File: config.mk
export PLATFORM = sky130hd
export DESIGN_NAME = lce_ctrl
export DESIGN_NICKNAME = d
export VERILOG_FILES = /design/src/hdl/lce_pkg.sv /design/src/hdl/lce_ctrl.sv
export SDC_FILE = /design/constraint.sdc
export NUM_CORES = 1
export LEC_CHECK = 0
export CAP_MARGIN = 20
export CELL_PAD_IN_SITES_DETAIL_PLACEMENT = 1
export CELL_PAD_IN_SITES_GLOBAL_PLACEMENT = 2
export CORE_MARGIN = 10
export CORE_UTILIZATION = 35
export CTS_BUF_LIST = sky130_fd_sc_hd__clkbuf_2 sky130_fd_sc_hd__clkbuf_4 sky130_fd_sc_hd__clkbuf_8
export DETAILED_ROUTE_END_ITERATION = 8
export DONT_BUFFER_PORTS = 1
export HOLD_SLACK_MARGIN = 0.1
export PLACE_DENSITY_LB_ADDON = 0.1
export SYNTH_ARGS = -nofsm -noshare
export SYNTH_HDL_FRONTEND = slang
export SYNTH_SLANG_ARGS = --single-unit
File: constraint.sdc
create_clock -name clk_i -period 1.72 [get_ports clk_i]
set_input_delay 0.086 -clock clk_i [delete_from_list [all_inputs] [get_ports clk_i]]
set_output_delay 0.086 -clock clk_i [all_outputs]
set_load 0.02 [all_outputs]
File: src/hdl/lce_pkg.sv
`timescale 1ns / 1ps
`default_nettype none
package lce_pkg;

  localparam int OpW      = 3;
  localparam int ColW     = 6;
  localparam int RowW     = 6;
  localparam int DimW     = 7;
  localparam int TickW    = 20;
  localparam int CfgIdxW  = 2;
  localparam int CfgDataW = 20;

  localparam logic [DimW-1:0]  GridDimReset   = 7'd64;
  localparam logic [TickW-1:0] StepDelayReset = 20'd0;

  typedef enum logic [OpW-1:0] {
    OP_SET    = 3'd0,
    OP_TOGGLE = 3'd1,
    OP_CLEAR  = 3'd2,
    OP_TICK   = 3'd3,
    OP_READ   = 3'd4
  } op_e;

  typedef enum logic [CfgIdxW-1:0] {
    CFG_GRID_WIDTH  = 2'd0,
    CFG_GRID_HEIGHT = 2'd1,
    CFG_STEP_DELAY  = 2'd2
  } cfg_idx_e;

  typedef struct packed {
    logic [OpW-1:0]  operation;
    logic [ColW-1:0] column;
    logic [RowW-1:0] row;
    logic            alive_value;
  } item_t;

  typedef struct packed {
    logic cell_alive;
    logic generation_done;
  } result_t;

  typedef struct packed {
    logic load;
    logic clr_row;
    logic tick;
    logic gen_init;
    logic gen_load;
    logic gen_row;
    logic rd;
    logic mod;
  } cmd_t;

  typedef struct packed {
    logic gen_due;
    logic h_zero;
    logic clr_last;
    logic gen_last;
  } status_t;

endpackage
`default_nettype wire

File: src/hdl/lce_ctrl.sv
`timescale 1ns / 1ps
`default_nettype none
module lce_ctrl (
  input  wire logic                    clk_i,
  input  wire logic                    rst_ni,
  input  wire logic                    start,
  output logic                         busy,
  input  wire logic [lce_pkg::OpW-1:0] op_i,
  input  wire lce_pkg::status_t        status_i,
  output lce_pkg::cmd_t                cmd_o
);

  typedef enum logic [7:0] {
    S_IDLE  = 8'b0000_0001,
    S_CLR   = 8'b0000_0010,
    S_TICK  = 8'b0000_0100,
    S_GINIT = 8'b0000_1000,
    S_GLOAD = 8'b0001_0000,
    S_GROW  = 8'b0010_0000,
    S_RD    = 8'b0100_0000,
    S_MOD   = 8'b1000_0000
  } state_e;

  state_e state_q, state_d;
  logic   init_q, init_d;

  always_comb begin
    state_d = state_q;
    init_d  = init_q;
    cmd_o   = '0;
    unique case (state_q)
      S_IDLE: begin
        if (start) begin
          cmd_o.load = 1'b1;
          if (op_i == lce_pkg::OP_CLEAR) begin
            state_d = S_CLR;
          end else if (op_i == lce_pkg::OP_TICK) begin
            state_d = S_TICK;
          end else begin
            state_d = S_RD;
          end
        end
      end
      S_CLR: begin
        cmd_o.clr_row = 1'b1;
        if (status_i.clr_last) begin
          init_d  = 1'b0;
          state_d = init_q ? S_IDLE : S_RD;
        end
      end
      S_TICK: begin
        cmd_o.tick = 1'b1;
        state_d    = status_i.gen_due ? S_GINIT : S_RD;
      end
      S_GINIT: begin
        cmd_o.gen_init = 1'b1;
        state_d        = status_i.h_zero ? S_RD : S_GLOAD;
      end
      S_GLOAD: begin
        cmd_o.gen_load = 1'b1;
        state_d        = S_GROW;
      end
      S_GROW: begin
        cmd_o.gen_row = 1'b1;
        if (status_i.gen_last) begin
          state_d = S_RD;
        end
      end
      S_RD: begin
        cmd_o.rd = 1'b1;
        state_d  = S_MOD;
      end
      S_MOD: begin
        cmd_o.mod = 1'b1;
        state_d   = S_IDLE;
      end
      default: begin
        state_d = S_IDLE;
      end
    endcase
  end

  always_ff @(posedge clk_i or negedge rst_ni) begin
    if (!rst_ni) begin
      state_q <= S_CLR;
      init_q  <= 1'b1;
    end else begin
      state_q <= state_d;
      init_q  <= init_d;
    end
  end

  assign busy = (state_q != S_IDLE);

endmodule
`default_nettype wire

==> metrics.txt <==
# TYPE chip_impl_metric gauge
chip_impl_info{name="outcome",value="finished with violations"} 1
chip_impl_info{name="failed_checks",value="negative setup slack"} 1
chip_impl_info{name="worst_hold_startpoint",value="start"} 1
chip_impl_info{name="grt_setup_unrepaired",value="true"} 1
chip_impl_metric{name="synth-simple-area-share",unit="%"} 45.4
chip_impl_metric{name="drcViolationCount",unit=""} 0
chip_impl_metric{name="die_y",unit="um"} 61.8
chip_impl_metric{name="placement.setup.worst_slack",unit="ns"} -0.172
chip_impl_metric{name="initial_utilization",unit="%"} 36.2
chip_impl_metric{name="met3WireLength",unit="um"} 126
chip_impl_metric{name="reg2reg_depth",unit=""} 6
chip_impl_info{name="synth_top_family_by_area",value="simple AND/OR/NAND/NOR gates"} 1
chip_impl_metric{name="total_half_perimeter_wirelength_after_legalization_and_detailed_placement",unit="um"} 1620
chip_impl_metric{name="fillers",unit=""} 182
chip_impl_metric{name="ys_warn_count",unit=""} 0
chip_impl_metric{name="design.core.area",unit="mm^2"} 0.00169
chip_impl_info{name="hold_path.class",value="in2reg"} 1
chip_impl_metric{name="crit_fanout",unit=""} 4
chip_impl_metric{name="combinationalPowerShare",unit="%"} 60.8
chip_impl_metric{name="syn-mean-instance-area",unit="um^2"} 10.9
chip_impl_metric{name="grt_pass1_wl",unit="um"} 3710
chip_impl_metric{name="setup_tns",unit="ns"} -1.77
chip_impl_metric{name="finish.cell_count_without_fillers",unit=""} 109
chip_impl_metric{name="synth_top_area_share",unit="%"} 28.6
chip_impl_info{name="origin_of_the_critical_flop_to_flop_path",value="state_q[3]"} 1
chip_impl_metric{name="cts_made_buffers",unit=""} 3
chip_impl_metric{name="complex_gate_fraction_of_the_synthesized_area",unit="%"} 10.4
chip_impl_info{name="critical-path-slowest-cell",value="or4_4"} 1
chip_impl_metric{name="power_frac_seq",unit="%"} 23.3
chip_impl_metric{name="maximum_number_of_pins_on_one_net_before_global_route_repair",unit=""} 10
chip_impl_metric{name="antenna_cells_inserted",unit=""} 0
chip_impl_info{name="synth_top_cell_by_area",value="dfrtp_1"} 1
chip_impl_metric{name="worstHoldPathCells",unit=""} 2
chip_impl_metric{name="routed-via-count",unit=""} 594
chip_impl_metric{name="worst_slew_margin_rel",unit="%"} 69.6
chip_impl_metric{name="nets",unit=""} 103
chip_impl_info{name="timing_worst_setup_path_type",value="reg2reg"} 1
chip_impl_metric{name="skew",unit="ns"} 0.00184
chip_impl_info{name="endpoint_worst_hold",value="state_q[6]"} 1
chip_impl_metric{name="drv_cap",unit=""} 0
chip_impl_metric{name="grt_antenna_before_repair",unit=""} 0
chip_impl_info{name="post_synth_main_area_contributors",value="dfrtp_1 29%, dfstp_2 8.6%, nor4_4 7.0%, and4b_2 5.5%, and4b_1 3.3%"} 1
chip_impl_metric{name="synth.net_count",unit=""} 66
chip_impl_metric{name="fp.dieArea",unit="mm^2"} 0.00382
chip_impl_metric{name="dr.pass1.iters",unit=""} 4
chip_impl_metric{name="syn-instance-count",unit=""} 56
chip_impl_metric{name="seq_area_frac_synth",unit="%"} 37.2
chip_impl_metric{name="finalHoldViolCount",unit=""} 0
chip_impl_metric{name="worst-endpoint-required",unit="ns"} 1.86
chip_impl_metric{name="post_synth_mux_area_share",unit="%"} 0
chip_impl_metric{name="num_rows",unit=""} 15
chip_impl_metric{name="met1_length",unit="um"} 845
chip_impl_info{name="crit_chain",value="or4_4, buf_12, nor4_4, buf_4, o2bb2ai_4, a31oi_1"} 1
chip_impl_metric{name="wl_per_cell",unit="um"} 20.9
chip_impl_info{name="synth.cells.most_frequent",value="7 x dfrtp_1, 3 x and4b_2, 3 x inv_1, 3 x nand2b_1, 3 x nor2_1"} 1
chip_impl_metric{name="timing.final.ws_setup",unit="ns"} -0.264
chip_impl_metric{name="async_reset_ff_share",unit="%"} 100
chip_impl_metric{name="final_core_util",unit="%"} 60.7
chip_impl_metric{name="length_of_routed_met2_wiring",unit="um"} 1290
chip_impl_metric{name="layout-area-overhead-vs-synth",unit="%"} 67.5
chip_impl_metric{name="synth-edff-count",unit=""} 0
chip_impl_info{name="highest-signal-layer",value="met4"} 1
chip_impl_metric{name="timing_max_transition_violations_final",unit=""} 0
chip_impl_metric{name="power_density",unit="mW/mm^2"} 1130
chip_impl_metric{name="clk-insertion-delay-late",unit="ns"} 0.26
chip_impl_metric{name="ff2ff_setup_slack",unit="ns"} -0.26
chip_impl_metric{name="worstMarginPinSlew",unit="ns"} 0.454
chip_impl_metric{name="fmax",unit="MHz"} 504
chip_impl_metric{name="drt_wl_total",unit="um"} 2270
chip_impl_metric{name="post_drt_via_cell_ratio",unit=""} 5.45
chip_impl_metric{name="synth_seq_cells",unit=""} 9
chip_impl_metric{name="globalRouteTotalUtil",unit="%"} 13.2
chip_impl_metric{name="synth_cell_types",unit=""} 35
chip_impl_metric{name="worst_ir_drop_vdd",unit="V"} 0.000616
chip_impl_metric{name="cts.clk_slew.worst_paths",unit="ns"} 0.07
chip_impl_metric{name="internal_power",unit="mW"} 0.725
chip_impl_metric{name="syn_area",unit="um^2"} 612
chip_impl_metric{name="synth_fa_ha_area_share",unit="%"} 0
chip_impl_metric{name="h-tree-depth",unit=""} 1
chip_impl_metric{name="power_switching",unit="mW"} 0.433
chip_impl_metric{name="top_level_ports",unit=""} 19
chip_impl_metric{name="drive_above_1_share",unit="%"} 58.7
chip_impl_info{name="kind_of_end_point_of_the_critical_path",value="flip-flop"} 1
chip_impl_metric{name="worst-endpoint-arrival",unit="ns"} 2.12
chip_impl_info{name="crit_path_start",value="state_q[3]"} 1
chip_impl_metric{name="power.share.clock",unit="%"} 15.9
chip_impl_metric{name="numPortBuffers",unit=""} 0
chip_impl_metric{name="cts.sink_count",unit=""} 9
chip_impl_metric{name="multi_input_comb_area",unit="um^2"} 413
chip_impl_info{name="synth.most_common_cell",value="dfrtp_1"} 1
chip_impl_metric{name="share_of_the_synthesized_netlist_area_taken_by_xor_and_xnor_gates",unit="%"} 1.43
chip_impl_metric{name="placed_cells_incl_taps",unit=""} 90
chip_impl_metric{name="horizontal_die_dimension",unit="um"} 61.8
chip_impl_metric{name="timing.final.crit_period",unit="ns"} 1.98
chip_impl_metric{name="power_switching_share",unit="%"} 37.4
chip_impl_metric{name="detail-route-antenna-nets",unit=""} 0
chip_impl_metric{name="grt_pass1_vias",unit=""} 706
chip_impl_metric{name="final_min_period_over_clock_period",unit="%"} 115
chip_impl_metric{name="drt_iter0_markers",unit=""} 10
chip_impl_info{name="r2r-end",value="state_q[0]"} 1
chip_impl_metric{name="power.leakage",unit="nW"} 0.474
chip_impl_metric{name="gr-total-overflow",unit=""} 0
chip_impl_metric{name="crit_path_max_incr_delay",unit="ns"} 0.61
chip_impl_info{name="synth_flop_cell",value="dfrtp_1"} 1
chip_impl_metric{name="regArea",unit="um^2"} 228
chip_impl_info{name="cts-root-buf",value="clkbuf_4"} 1
chip_impl_metric{name="finalWeightedCongestion",unit=""} 0.810
chip_impl_info{name="critical_path.startpoint_type",value="flip-flop"} 1
chip_impl_metric{name="report.final.setup_viol",unit=""} 10
chip_impl_metric{name="clock_path_buffers",unit=""} 2
chip_impl_info{name="clock_tree_from_tritoncts",value="built"} 1
## through the flow
step	instance area, um^2	hold WS, ns	power (mW)
6_report	1020	0.118	1.16
5_1_grt	1020	0.115	1.24
4_1_cts	966	0.102	1.12
3_5_place_dp	773	-0.209	0.782
3_3_place_gp	773	-0.209	0.751
2_1_floorplan	628	-0.210	0.581
## worst max-delay path, delay by kind of cell (launching register included)
family	cells	cell delay [ns]
AO/OA/AOI/OAI	2	0.19
buffers and inverters	2	0.35
flip-flops	1	0.39
AND/OR/NAND/NOR	2	0.92
## kinds of logic (layout without fill, tap and decap cells)
| kind of cell | after synthesis | after routing |
|---|---|---|
| xor+xnor | 1 | 1 |
| compound gates | 8 | 8 |
| flops | 9 | 9 |
| buf+inv | 6 | 42 |
| simple gates | 32 | 32 |
## final cells by class
class | instances | area share [%]
Inverter | 4 | 1.47
Clock buffer | 4 | 2.93
Timing Repair Buffer | 34 | 31.0
Multi-Input combinational cell | 41 | 40.3
Tap cell | 17 | 2.08
Sequential cell | 9 | 22.2
## power by group through the flow
stage          registers [mW]  logic [mW]  clock network, mW
2_1_floorplan           0.271       0.310                  0
3_3_place_gp            0.264       0.487                  0
3_5_place_dp            0.267       0.515                  0
4_1_cts                 0.268       0.658              0.195
5_1_grt                 0.273       0.763              0.203
6_report                0.270       0.704              0.184
## what timing repair did
| action | CTS | global route |
|---|---|---|
| setup endpoints to repair | 10 | 13 |
| hold buffers | 8 | 0 |
| gates resized for setup | 9 | 8 |
| hold endpoints to repair | 17 | 0 |
| buffers inserted | 3 | 4 |
| pin swaps | 4 | 3 |
## layer usage
| layer | vias to the layer above | global-route usage, % |
|---|---|---|
| li1 | 284 | - |
| met3 | 2 | 4.67 |
| met5 | - | 0 |
| met2 | 12 | 23.9 |
| met1 | 296 | 14.1 |
| met4 | 0 | 3.50 |
## sequential cells by signal (all words and copies together), names as in the netlist
register	flops
init_q	1
state_q	8
## worst max-delay path by stage
stage               depth (start not counted)          to
global placement                            5  state_q[6]
global route                                6  state_q[6]
CTS                                         4    cmd_o[6]
finish                                      6  state_q[0]
floorplan                                   6  state_q[6]
detailed placement                          5  state_q[6]
## cell usage in the layout (no fill, tap or decap), types with 2 or more instances in the layout
master and n:
clkbuf_4 4, nor3_1 2, inv_1 2, dlygate4sd3_1 8, inv_2 2, nor2_1 3
buf_4 17, nand2_1 2, nand2b_1 3, dfrtp_1 7, buf_6 8, dfstp_2 2
nor4_4 4, and4b_2 5, nor2b_1 2
Note: power is estimated with default switching activity, not from simulation.
